## src/sv/ffa_pkg.sv

```systemverilog
`timescale 1ns / 1ps
// Shared types, opcodes, result codes and parameter defaults
// for the first-free unit allocator. No dependencies.
package ffa_pkg;

   localparam int DEF_UNITS       = 8;
   localparam int DEF_QUEUE_DEPTH = 16;

   localparam logic [1:0] OP_BOOK = 2'd0;
   localparam logic [1:0] OP_TICK = 2'd1;
   localparam logic [1:0] OP_SHUT = 2'd2;
   localparam logic [1:0] OP_NONE = 2'd3;

   localparam logic [2:0] EV_ALLOC    = 3'd0;
   localparam logic [2:0] EV_QUEUED   = 3'd1;
   localparam logic [2:0] EV_REJECT   = 3'd2;
   localparam logic [2:0] EV_IGNORED  = 3'd3;
   localparam logic [2:0] EV_FINISH   = 3'd4;
   localparam logic [2:0] EV_DISPATCH = 3'd5;

   typedef struct packed {
      logic [1:0]  op;
      logic [15:0] user;
      logic [7:0]  wing;
      logic [15:0] dur;
   } item_type;

   typedef struct packed {
      logic     valid;
      item_type item;
   } link_type;

   typedef struct packed {
      logic [2:0]  ev;
      logic [2:0]  unit;
      logic [15:0] user;
      logic [7:0]  wing;
      logic [15:0] dur;
      logic [31:0] seq;
      logic        last;
   } rsp_type;

endpackage

```

## src/sv/ffa_front.sv

```systemverilog
`timescale 1ns / 1ps
// Front end: classifies an incoming beat and normalizes its duration.
// Depends on ffa_pkg.
module ffa_front (
   input  logic [1:0]       kind,
   input  logic [15:0]      user_id,
   input  logic [7:0]       wing_tag,
   input  logic [15:0]      duration,
   output ffa_pkg::item_type item
);

   always_comb begin
      item.user = user_id;
      item.wing = wing_tag;
      item.dur  = (duration == 16'd0) ? 16'd1 : duration;
      unique case (kind)
         2'd0: item.op = ffa_pkg::OP_BOOK;
         2'd1: item.op = ffa_pkg::OP_TICK;
         2'd2: item.op = ffa_pkg::OP_SHUT;
         2'd3: item.op = ffa_pkg::OP_NONE;
      endcase
   end

endmodule

```

## src/sv/ffa_itemq.sv

```systemverilog
`timescale 1ns / 1ps
// Two-entry item queue between the front end and the allocation engine.
// Depends on ffa_pkg.
module ffa_itemq (
   input  logic              clock,
   input  logic              reset,
   input  logic              in_valid,
   output logic              in_ready,
   input  ffa_pkg::item_type in_item,
   output ffa_pkg::link_type link,
   input  logic              pop
);

   ffa_pkg::item_type slot_ff [2];
   logic       wptr_ff, wptr_in;
   logic       rptr_ff, rptr_in;
   logic [1:0] cnt_ff, cnt_in;
   logic       push;

   assign in_ready   = (cnt_ff != 2'd2);
   assign push       = in_valid && in_ready;
   assign link.valid = (cnt_ff != 2'd0);
   assign link.item  = slot_ff[rptr_ff];

   always_comb begin
      wptr_in = push ? ~wptr_ff : wptr_ff;
      rptr_in = pop  ? ~rptr_ff : rptr_ff;
      cnt_in  = cnt_ff + {1'b0, push} - {1'b0, pop};
   end

   always_ff @(posedge clock) begin
      if (reset) begin
         wptr_ff <= 1'b0;
         rptr_ff <= 1'b0;
         cnt_ff  <= 2'd0;
      end else begin
         wptr_ff <= wptr_in;
         rptr_ff <= rptr_in;
         cnt_ff  <= cnt_in;
      end
   end

   always_ff @(posedge clock) begin
      if (push) begin
         slot_ff[wptr_ff] <= in_item;
      end
   end

endmodule

```

## src/sv/ffa_back.sv

```systemverilog
`timescale 1ns / 1ps
// Allocation engine: unit table, wait-queue memory, tick walk and result register.
// Depends on ffa_pkg.
module ffa_back #(
   parameter int UNITS       = ffa_pkg::DEF_UNITS,
   parameter int QUEUE_DEPTH = ffa_pkg::DEF_QUEUE_DEPTH
) (
   input  logic              clock,
   input  logic              reset,
   input  ffa_pkg::link_type link,
   output logic              pop,
   output logic              rsp_valid,
   input  logic              rsp_ready,
   output ffa_pkg::rsp_type  rsp
);

   localparam int UW = (UNITS > 1) ? $clog2(UNITS) : 1;
   localparam int QW = $clog2(QUEUE_DEPTH);
   localparam int CW = $clog2(QUEUE_DEPTH + 1);

   localparam logic [2:0] S_IDLE = 3'd0;
   localparam logic [2:0] S_BOOK = 3'd1;
   localparam logic [2:0] S_TICK = 3'd2;
   localparam logic [2:0] S_FIN  = 3'd3;
   localparam logic [2:0] S_RD   = 3'd4;
   localparam logic [2:0] S_DISP = 3'd5;

   typedef struct packed {
      logic [15:0] user;
      logic [7:0]  wing;
      logic [15:0] dur;
      logic [31:0] seq;
   } qent_type;

   logic [2:0]        state_ff, state_in;
   logic [UNITS-1:0]  busy_ff, busy_in;
   logic [15:0]       rem_ff [UNITS];
   logic [15:0]       rem_in [UNITS];
   logic [15:0]       user_ff [UNITS];
   logic [15:0]       user_in [UNITS];
   logic [7:0]        wing_ff [UNITS];
   logic [7:0]        wing_in [UNITS];
   logic [QW-1:0]     head_ff, head_in;
   logic [CW-1:0]     count_ff, count_in;
   logic [31:0]       seq_ff, seq_in;
   logic              shut_ff, shut_in;
   logic [UNITS-1:0]  fin_ff, fin_in;
   logic [UW-1:0]     idx_ff, idx_in;
   ffa_pkg::item_type cur_ff, cur_in;
   ffa_pkg::rsp_type  rsp_ff, rsp_in;
   logic              rsp_valid_ff, rsp_valid_in;

   qent_type          queue_mem_ff [QUEUE_DEPTH];
   qent_type          rd_ff;
   qent_type          wdata;
   logic              we;
   logic [QW-1:0]     tail;
   logic [QW:0]       tail_sum;
   logic [QW-1:0]     head_next;

   logic              emit_ok;
   logic              emit;
   logic              free_any;
   logic [UW-1:0]     free_idx;
   logic [UW-1:0]     fin_idx;
   logic [UNITS-1:0]  tick_fin;
   logic [UNITS-1:0]  rest;
   logic              disp;

   assign emit_ok   = !rsp_valid_ff || rsp_ready;
   assign rsp_valid = rsp_valid_ff;
   assign rsp       = rsp_ff;
   assign free_any  = ~&busy_ff;
   assign rest      = fin_ff & ~(UNITS'(1) << fin_idx);
   assign disp      = !shut_ff && (count_ff != CW'(0));

   assign tail_sum  = {1'b0, head_ff} + (QW + 1)'(count_ff);
   assign tail      = (tail_sum >= (QW + 1)'(QUEUE_DEPTH)) ?
                      QW'(tail_sum - (QW + 1)'(QUEUE_DEPTH)) : QW'(tail_sum);
   assign head_next = (head_ff == QW'(QUEUE_DEPTH - 1)) ? QW'(0) : head_ff + QW'(1);

   always_comb begin
      free_idx = UW'(0);
      fin_idx  = UW'(0);
      for (int i = UNITS - 1; i >= 0; i--) begin
         if (!busy_ff[i]) begin
            free_idx = UW'(i);
         end
         if (fin_ff[i]) begin
            fin_idx = UW'(i);
         end
      end
   end

   always_comb begin
      for (int i = 0; i < UNITS; i++) begin
         tick_fin[i] = busy_ff[i] && (rem_ff[i] <= 16'd1);
      end
   end

   always_comb begin
      state_in     = state_ff;
      busy_in      = busy_ff;
      rem_in       = rem_ff;
      user_in      = user_ff;
      wing_in      = wing_ff;
      head_in      = head_ff;
      count_in     = count_ff;
      seq_in       = seq_ff;
      shut_in      = shut_ff;
      fin_in       = fin_ff;
      idx_in       = idx_ff;
      cur_in       = cur_ff;
      rsp_in       = rsp_ff;
      pop          = 1'b0;
      emit         = 1'b0;
      we           = 1'b0;
      wdata.user   = cur_ff.user;
      wdata.wing   = cur_ff.wing;
      wdata.dur    = cur_ff.dur;
      wdata.seq    = seq_ff;
      case (state_ff)
         S_IDLE: begin
            if (link.valid) begin
               pop    = 1'b1;
               cur_in = link.item;
               unique case (link.item.op)
                  ffa_pkg::OP_BOOK: state_in = S_BOOK;
                  ffa_pkg::OP_TICK: state_in = S_TICK;
                  ffa_pkg::OP_SHUT: shut_in  = 1'b1;
                  ffa_pkg::OP_NONE: state_in = S_IDLE;
               endcase
            end
         end
         S_BOOK: begin
            if (emit_ok) begin
               emit        = 1'b1;
               rsp_in.unit = 3'd0;
               rsp_in.user = cur_ff.user;
               rsp_in.wing = cur_ff.wing;
               rsp_in.dur  = cur_ff.dur;
               rsp_in.seq  = 32'd0;
               rsp_in.last = 1'b1;
               priority if (shut_ff) begin
                  rsp_in.ev = ffa_pkg::EV_IGNORED;
               end else if (free_any) begin
                  rsp_in.ev         = ffa_pkg::EV_ALLOC;
                  rsp_in.unit       = 3'(free_idx);
                  busy_in[free_idx] = 1'b1;
                  rem_in[free_idx]  = cur_ff.dur;
                  user_in[free_idx] = cur_ff.user;
                  wing_in[free_idx] = cur_ff.wing;
               end else if (count_ff != CW'(QUEUE_DEPTH)) begin
                  rsp_in.ev  = ffa_pkg::EV_QUEUED;
                  rsp_in.seq = seq_ff;
                  we         = 1'b1;
                  seq_in     = seq_ff + 32'd1;
                  count_in   = count_ff + CW'(1);
               end else begin
                  rsp_in.ev = ffa_pkg::EV_REJECT;
               end
               state_in = S_IDLE;
            end
         end
         S_TICK: begin
            for (int i = 0; i < UNITS; i++) begin
               if (tick_fin[i]) begin
                  busy_in[i] = 1'b0;
                  rem_in[i]  = 16'd0;
               end else if (busy_ff[i]) begin
                  rem_in[i] = rem_ff[i] - 16'd1;
               end
            end
            fin_in   = tick_fin;
            state_in = (tick_fin != '0) ? S_FIN : S_IDLE;
         end
         S_FIN: begin
            if (emit_ok) begin
               emit        = 1'b1;
               rsp_in.ev   = ffa_pkg::EV_FINISH;
               rsp_in.unit = 3'(fin_idx);
               rsp_in.user = user_ff[fin_idx];
               rsp_in.wing = wing_ff[fin_idx];
               rsp_in.dur  = 16'd0;
               rsp_in.seq  = 32'd0;
               rsp_in.last = !disp && (rest == '0);
               fin_in      = rest;
               idx_in      = fin_idx;
               priority if (disp) begin
                  state_in = S_RD;
               end else if (rest == '0) begin
                  state_in = S_IDLE;
               end else begin
                  state_in = S_FIN;
               end
            end
         end
         S_RD: begin
            state_in = S_DISP;
         end
         S_DISP: begin
            if (emit_ok) begin
               emit            = 1'b1;
               rsp_in.ev       = ffa_pkg::EV_DISPATCH;
               rsp_in.unit     = 3'(idx_ff);
               rsp_in.user     = rd_ff.user;
               rsp_in.wing     = rd_ff.wing;
               rsp_in.dur      = rd_ff.dur;
               rsp_in.seq      = rd_ff.seq;
               rsp_in.last     = (fin_ff == '0);
               busy_in[idx_ff] = 1'b1;
               rem_in[idx_ff]  = rd_ff.dur;
               user_in[idx_ff] = rd_ff.user;
               wing_in[idx_ff] = rd_ff.wing;
               head_in         = head_next;
               count_in        = count_ff - CW'(1);
               state_in        = (fin_ff == '0) ? S_IDLE : S_FIN;
            end
         end
         default: begin
            state_in = S_IDLE;
         end
      endcase
      rsp_valid_in = emit ? 1'b1 : (rsp_ready ? 1'b0 : rsp_valid_ff);
   end

   always_ff @(posedge clock) begin
      if (reset) begin
         state_ff     <= S_IDLE;
         busy_ff      <= '0;
         head_ff      <= '0;
         count_ff     <= '0;
         seq_ff       <= 32'd0;
         shut_ff      <= 1'b0;
         rsp_valid_ff <= 1'b0;
      end else begin
         state_ff     <= state_in;
         busy_ff      <= busy_in;
         head_ff      <= head_in;
         count_ff     <= count_in;
         seq_ff       <= seq_in;
         shut_ff      <= shut_in;
         rsp_valid_ff <= rsp_valid_in;
      end
   end

   always_ff @(posedge clock) begin
      rem_ff  <= rem_in;
      user_ff <= user_in;
      wing_ff <= wing_in;
      fin_ff  <= fin_in;
      idx_ff  <= idx_in;
      cur_ff  <= cur_in;
      rsp_ff  <= rsp_in;
   end

   always_ff @(posedge clock) begin
      if (we) begin
         queue_mem_ff[tail] <= wdata;
      end
      rd_ff <= queue_mem_ff[head_ff];
   end

endmodule

```

## src/sv/first_free_unit_allocator_fifo_top.sv

```systemverilog
`timescale 1ns / 1ps
// A book beat passes the item queue, the current-item register and the book state into the
// result register. Steps per beat (engine sequencer): book pops, books; shutdown pops; tick
// pops, walks, a finish per finishing unit, per dispatch a registered queue read and dispatch.
// A two-entry item queue takes new beats while the engine works or a result waits.
// Reset (synchronous): all units free, wait queue empty, sequence zero, shutdown cleared;
// the wait-queue memory is not cleared, only live entries are read.
module first_free_unit_allocator_fifo_top #(
   parameter int UNITS       = ffa_pkg::DEF_UNITS,
   parameter int QUEUE_DEPTH = ffa_pkg::DEF_QUEUE_DEPTH
) (
   input  logic        clock,
   input  logic        reset,
   input  logic        req_valid,
   output logic        req_ready,
   input  logic [1:0]  req_kind,
   input  logic [15:0] req_user_id,
   input  logic [7:0]  req_wing_tag,
   input  logic [15:0] req_duration,
   output logic        rsp_valid,
   input  logic        rsp_ready,
   output logic [2:0]  rsp_event_res,
   output logic [2:0]  rsp_unit_index,
   output logic [15:0] rsp_job_user,
   output logic [7:0]  rsp_job_wing,
   output logic [15:0] rsp_job_duration,
   output logic [31:0] rsp_job_seq,
   output logic        rsp_last
);

   ffa_pkg::item_type item;
   ffa_pkg::link_type link;
   ffa_pkg::rsp_type  rsp;
   logic              pop;

   ffa_front u_front (
      .kind     (req_kind),
      .user_id  (req_user_id),
      .wing_tag (req_wing_tag),
      .duration (req_duration),
      .item     (item)
   );

   ffa_itemq u_itemq (
      .clock    (clock),
      .reset    (reset),
      .in_valid (req_valid),
      .in_ready (req_ready),
      .in_item  (item),
      .link     (link),
      .pop      (pop)
   );

   ffa_back #(
      .UNITS       (UNITS),
      .QUEUE_DEPTH (QUEUE_DEPTH)
   ) u_back (
      .clock     (clock),
      .reset     (reset),
      .link      (link),
      .pop       (pop),
      .rsp_valid (rsp_valid),
      .rsp_ready (rsp_ready),
      .rsp       (rsp)
   );

   assign rsp_event_res    = rsp.ev;
   assign rsp_unit_index   = rsp.unit;
   assign rsp_job_user     = rsp.user;
   assign rsp_job_wing     = rsp.wing;
   assign rsp_job_duration = rsp.dur;
   assign rsp_job_seq      = rsp.seq;
   assign rsp_last         = rsp.last;

`ifndef SYNTHESIS
   a_pop_has_item: assert property (@(posedge clock) disable iff (reset)
      pop |-> link.valid)
      else $error("engine popped an empty item queue");

   a_full_means_pending: assert property (@(posedge clock) disable iff (reset)
      !req_ready |-> link.valid)
      else $error("item queue full but no item offered to engine");

   a_book_single: assert property (@(posedge clock) disable iff (reset)
      rsp_valid && (rsp_event_res == ffa_pkg::EV_ALLOC || rsp_event_res == ffa_pkg::EV_QUEUED ||
      rsp_event_res == ffa_pkg::EV_REJECT || rsp_event_res == ffa_pkg::EV_IGNORED) |-> rsp_last)
      else $error("book result not marked last");

   a_finish_fields: assert property (@(posedge clock) disable iff (reset)
      rsp_valid && rsp_event_res == ffa_pkg::EV_FINISH |->
      rsp_job_duration == 16'd0 && rsp_job_seq == 32'd0)
      else $error("finish beat carries duration or sequence");
`endif

endmodule
```

## config.mk

```make
export PLATFORM = sky130hd
export DESIGN_NAME = first_free_unit_allocator_fifo_top
export DESIGN_NICKNAME = d
export VERILOG_FILES = /design/src/sv/ffa_pkg.sv /design/src/sv/ffa_front.sv /design/src/sv/ffa_itemq.sv /design/src/sv/ffa_back.sv /design/src/sv/first_free_unit_allocator_fifo_top.sv
export SDC_FILE = /design/constraint.sdc
export NUM_CORES = 2
export LEC_CHECK = 0
export BUFFER_PORTS_ARGS = -buffer_cell sky130_fd_sc_hd__buf_2
export CAP_MARGIN = 0
export CORE_MARGIN = 2
export CORE_UTILIZATION = 55
export CTS_BUF_LIST = sky130_fd_sc_hd__clkbuf_2 sky130_fd_sc_hd__clkbuf_4 sky130_fd_sc_hd__clkbuf_8
export DETAILED_ROUTE_END_ITERATION = 10
export MAX_ROUTING_LAYER = met4
export PLACE_DENSITY = 0.79
export SYNTH_ARGS = -nofsm -noshare
export SYNTH_HDL_FRONTEND = slang
export SYNTH_HIERARCHICAL = 1
export SYNTH_SLANG_ARGS = --single-unit
```

## constraint.sdc

```tcl
create_clock -name clock -period 11.7 [get_ports clock]
set_input_delay 1.755 -clock clock [delete_from_list [all_inputs] [get_ports clock]]
set_output_delay 1.755 -clock clock [all_outputs]
set_load 0.01 [all_outputs]
```

-- Word level (Yosys, flattened, before mapping)
Memory sizes are Yosys's and may differ from the RTL's. A register that Yosys moved wholly into a read port is not among the register bits.
Cells that the tools add are included.
- bits in writable memories: 1236
- memories kept: 2
- bits in registers: 508
- output and inout port bits: 81
- memory list (name ; words ; bits a word ; rd ports ; clocked after memory_dff ; wr ports ; line ; text):
    u_back.queue_mem_ff ; 16 ; 72 ; 1 ; 1 ; 1 ; ffa_back.sv:53 ; qent_type queue_mem_ff [QUEUE_DEPTH];
    u_itemq.slot_ff ; 2 ; 42 ; 1 ; 1 ; 1 ; ffa_itemq.sv:14 ; ffa_pkg::item_type slot_ff [2];
- muxes and demuxes: 135
- eq/ne operators: 39
- reduce and logical (&&, ||, !) cells: 61
- shifts and indexed selects: 1
- add/sub/neg operators: 16
- $lt $le $gt $ge: 18
- bitwise operators: 10
- operator list (cell ; count):
    $mux W128 ; 8
    $bwmux W128 ; 4
    $pmux W128 S3 ; 1
    $mux W16 ; 21
    $mux W64 ; 4
    $pmux W128 S2 ; 1
    $mux W79 ; 3
    $pmux W79 S3 ; 1
    $bwmux W64 ; 2
    $le A16 B1 Y1 const B ; 8
    $pmux W64 S2 ; 1
    $sub A16 B1 Y16 const B ; 8
    $reduce_and A6 Y1 ; 17
    $demux W16 S3 ; 2
    $mux W32 ; 3
    $mux W8 ; 9
    $mux W3 ; 23
    $bmux W16 S3 ; 1
    $demux W8 S3 ; 2
    $add A32 B1 Y32 const B ; 1
    $mux W1 ; 27
    $ne A2 B1 Y1 const B ; 13
    $mux W5 ; 5
    $bmux W8 S3 ; 1
    55 further kinds ; 114

-- Longest topological paths before layout
- depth in word-level cells: 18
- depth in mapped cells: 14
- gate-level depth less buffers: 10

-- Cells and area by module
Netlist, hierarchy kept.
- modules (own cells, without submodules) (module ; times used ; seq. area each (um2) ; cells each ; area an instance (um2)):
    ffa_back ; 1 ; 50628.6 ; 4478 ; 71539.9
    ffa_itemq ; 1 ; 2622.5 ; 159 ; 3278.1
    ffa_front ; 1 ; 0.0 ; 46 ; 277.8

-- Worst setup path before layout
OpenSTA, ideal clock, no wires.
- path kind: input-to-reg
- from: input port rsp_ready
- to: memory u_back/queue_mem_ff[0][0] (netlist bit), enable pin
- cell stages on the path: 5
- library setup time: 0.679 ns
- data arrival time: 9.410 ns
- path slack: 1.611 ns
- cell sequence: nor2b_1 clkbuf_1 nor3_1 nand4_1 nor4_1
- word-level cells in the longest chain between the ends: 5
- ends and longest elaborated chain (element ; line ; text):
    start: declaration ; first_free_unit_allocator_fifo_top.sv:21 ; input logic rsp_ready,
    $logic_or A1 B1 Y1 ; ffa_back.sv:70 ; assign emit_ok = !rsp_valid_ff || rsp_ready;
    $mux W1 ; ffa_back.sv:136 ; if (emit_ok) begin
    $mux W1 ; ffa_back.sv:122 ; case (state_ff)
    $mux W1 ; ffa_back.sv:258 ; if (we) begin
    $mux W1 (implied by the code) ; ffa_back.sv:259 ; queue_mem_ff[tail] <= wdata;
    end: declaration ; ffa_back.sv:53 ;
No other way between the ends.

-- Worst setup path after layout
- from: input port rsp_ready
- to: memory u_back/queue_mem_ff[10][31] (netlist bit), enable pin
The elaborated chain is that of the path after synthesis.

==> summary.txt <==
Timing
  • Fraction of the cycle the final worst path needs: 0.470
  • Highest Clock Rate: 182 MHz
  • Slew Limit Headroom: 0.103
  • TNS Setup: 0 ps
  • Final worst clock skew: 51.9 ps
  • Setup repair after global routing missed its margin: false
  • Total count of max-transition violations in the final report: 0
  • Least-Margin Pin Slew: 1340 ps
  • Final Hold Viols: 0
  • Crit path time final: 5500 ps
  • Number of setup violations in the final report: 0

Worst hold path
  • Classification of the worst-slack hold path: flip-flop to flip-flop

Critical path
  • CP endpoint kind: flip-flop
  • Type of the setup path with the least slack: input pin to flip-flop
  • Startpoint kind of the worst setup timing path: input pin
  • Critical-path cell list: buf_2 > nor2b_1 > nor3_1 > nor4b_2 > nand3b_1 > nor2_4 > buf_4
  • Worst Path Required: 12260 ps
  • Slowest cell on the critical path: nor2_4
  • Max stage delay on crit path: 1120 ps
  • Worst-path maximum fanout: 41
  • Data arrival, critical path: 6060 ps

Route
  • Via-to-Cell Ratio: 6.53
  • Vias after detailed routing: 45000
  • Drt drc: 0
  • Number of antenna-violating nets in the routed design: 0
  • Total detailed-routing wirelength: 191000 µm
  • Detailed Route Iter0 Violations: 6625
  • Final routed wire length divided by cell count: 27.7 µm
  • Initial DRT Pass Iterations: 9

Pwr
  • Power density over cell area: 175 mW/mm²
  • Net Sw Frac: 0.250
  • Sequential group share of total power: 0.538
  • Combinational share of power: 0.090
  • Net Switching: 3.65 mW
  • Internal power component: 11.0 mW
  • Fraction of power consumed by the clock network: 0.372
  • Leakage component of the power: 27.7 nW
  • Maximum VDD drop: 0.120 mV

Logic synthesis
  • Synthesized instance count: 4683
  • Most frequently used flop master after synthesis: edfxtp_1
  • Number of unique standard cell types used by synthesis: 86
  • Proportion of register bits with asynchronous set or reset after synthesis: 0
  • Post-synthesis sequential area ratio: 0.709
  • Warnings from Yosys: 6
  • Cell area after synthesis: 0.0751 mm²
  • Number of nets in the synthesized netlist: 4756
  • Post-synthesis sequential element count: 1817
  • Synthesized area divided by synthesized cell count: 16.0 µm²
  • EDFF count, synth: 1686

GRT
  • Total global-route track usage: 0.278
  • Via count of the first global-routing pass: 44900
  • Pin count of the biggest net entering global routing: 164
  • Total grt overflow: 0
  • Initial antenna violation count: 4
  • Wire length of the first global-routing pass: 282000 µm

Clock network
  • Clock network latency to the later pin of the worst-skew pair: 990 ps
  • Number of buffers created by CTS: 295
  • Clk root buf: clkbuf_8
  • # clock sinks: 1817
  • CTS H-Tree Depth: 5
  • Number of hold-repair buffers added at the cts stage: 0
  • Number of gates given a new drive strength after cts: 0
  • CTS tree: built
  • Clock transition at the register clock pins on the worst setup and hold paths after CTS: 60 ps
  • Max Buffers Root-to-Sink: 4
  • Buffers inserted by post-CTS timing repair: 0

Place
  • Routability-driven placement congestion ratio: 0.964
  • Number of buffer cells added on primary ports: 126
  • Detailed placer's ending HPWL: 112000 µm

Floorplan
  • Die extent in x: 374 µm
  • Die ar.: 0.140 mm²
  • Vertical extent of the die: 374 µm
  • Number of placement rows: 135
  • Core Footprint: 0.135 mm²
  • Starting density of the core: 0.554
  • Number of I/O pins: 127

Final layout
  • Layout cell share with drive strength beyond 1: 0.237
  • Final nets: 4959
  • Post-Route Utilization: 0.617
  • Most common cell after layout, fill and taps aside: edfxtp_1
  • Fillers: 9194
  • Commonest cells after routing, fill and taps aside: 1686 x edfxtp_1, 552 x nand2_1, 371 x o21ai_0
  • Layout Area Growth over Synthesis: 11.2%

Run status
  • Outcome: finished, final reports clean

Job
  • Number of max-cap violations: 0
routing by layer:
layer  routed length [µm]  vias up  GRT usage
met5                    0        -          -
met4                 7170        0      0.107
met3                21600      494     0.0637
met2                91900     3051      0.433
met1                70100    22500      0.360
li1                     -    18900          -
registers in the layout, summed over array words and instances, names as in the netlist, named ones only:
register             count
u_itemq/slot_ff         84
u_back/rsp              79
u_back/cur_ff           40
u_back/wing_ff          64
u_back/queue_mem_ff   1152
u_back/seq_ff           32
u_back/rem_ff          128
u_back/fin_ff            8
u_back/count_ff          5
u_back/head_ff           4
u_back/user_ff         128
u_back/idx_ff            3
u_itemq/cnt_ff           2
u_back/rd_ff            72
u_back/rsp_valid         1
u_back/shut_ff           1
u_itemq/rptr_ff          1
u_back/busy_ff           8
u_itemq/wptr_ff          1
u_back/state_ff          3
area by class of cell:
| cell class | instances | area [µm²] | area share |
|---|---|---|---|
| repair buffers | 244 | 1540 | 0.0185 |
| clock inverters | 86 | 591 | 0.00707 |
| multi-input cells | 2463 | 20400 | 0.244 |
| diodes | 3 | 7.51 | 0.0000899 |
| well taps | 1781 | 2230 | 0.0267 |
| flip-flops and latches | 1817 | 53300 | 0.638 |
| clock buffers | 427 | 5220 | 0.0625 |
| inverters | 65 | 249 | 0.00298 |
final timing paths:
path / start / endpoint / slack (ps) / cells after the start
hold / removal: u_back/rd_ff[28] / u_back/rsp[29] / 520 / 1
hold reg to reg: u_back/rd_ff[28] / u_back/rsp[29] / 520 / 1
setup / recovery: rsp_ready / u_back/queue_mem_ff[10][31] / 6200 / 7
setup reg to reg: u_back/state_ff[0] / u_back/queue_mem_ff[10][31] / 6520 / 6
worst max-delay path: cells and delay by family:
family,cells,cell delay (ps)
simple gates,5,3300
buf+inv,2,950
synth_stat cells (15+ instances only):
| cell type | number | area [µm²] |
|---|---|---|
| nor3_1 | 80 | 400 |
| a21oi_1 | 111 | 556 |
| a22o_1 | 45 | 394 |
| a221o_1 | 16 | 160 |
| o311ai_0 | 19 | 166 |
| mux4_2 | 360 | 8110 |
| buf_2 | 17 | 85.1 |
| nand2_1 | 553 | 2080 |
| and2_1 | 15 | 93.8 |
| a22oi_1 | 22 | 165 |
| o211ai_1 | 36 | 270 |
| xnor2_1 | 57 | 499 |
| dfxtp_1 | 131 | 2620 |
| inv_1 | 63 | 236 |
| edfxtp_1 | 1686 | 50600 |
| a31oi_1 | 50 | 313 |
| nand3_1 | 53 | 265 |
| mux2i_1 | 23 | 230 |
| buf_1 | 60 | 225 |
| nor4_1 | 46 | 288 |
| or3_1 | 15 | 93.8 |
| xor2_1 | 28 | 245 |
| nor2_1 | 193 | 724 |
| ha_1 | 25 | 313 |
| clkbuf_1 | 231 | 867 |
| buf_4 | 29 | 218 |
| mux2_2 | 50 | 563 |
| or4_1 | 15 | 113 |
| o221ai_1 | 43 | 377 |
| o21ai_0 | 378 | 1890 |
through the flow:
stage / std cells / worst slack, ps / cell area (µm²) / hold slack, ps / power, mW
6_report: 6886 / 6200 / 83500 / 522 / 14.6
5_1_grt: 6886 / 5910 / 83500 / 534 / 15.1
4_1_cts: 6883 / 6430 / 83500 / 520 / 14.7
3_5_place_dp: 6370 / 5420 / 77700 / 502 / 9.27
3_3_place_gp: 6370 / 5580 / 77700 / 490 / 9.20
2_1_floorplan: 4683 / 1610 / 75100 / 481 / 8.62
power groups by stage:
stage	combinational, mW	clock, mW	sequential (mW)
floorplan	0.656	0	7.96
global placement	1.23	0	7.97
detailed placement	1.27	0	8.00
CTS	1.28	5.53	7.86
global route	1.39	5.79	7.89
finish	1.32	5.44	7.86
kinds of logic (layout without fill, tap and decap cells):
group	Yosys count	in the layout	share of synthesized area
fa+ha+maj	27	27	0.00470
buf+inv	403	822	0.0221
mux	433	433	0.119
xor+xnor	85	85	0.00991
simple gates	1079	1079	0.0649
other cells	0	3	0
compound gates	839	839	0.0707
flops	1817	1817	0.709
No activity file was read; power rests on OpenSTA's default activity.
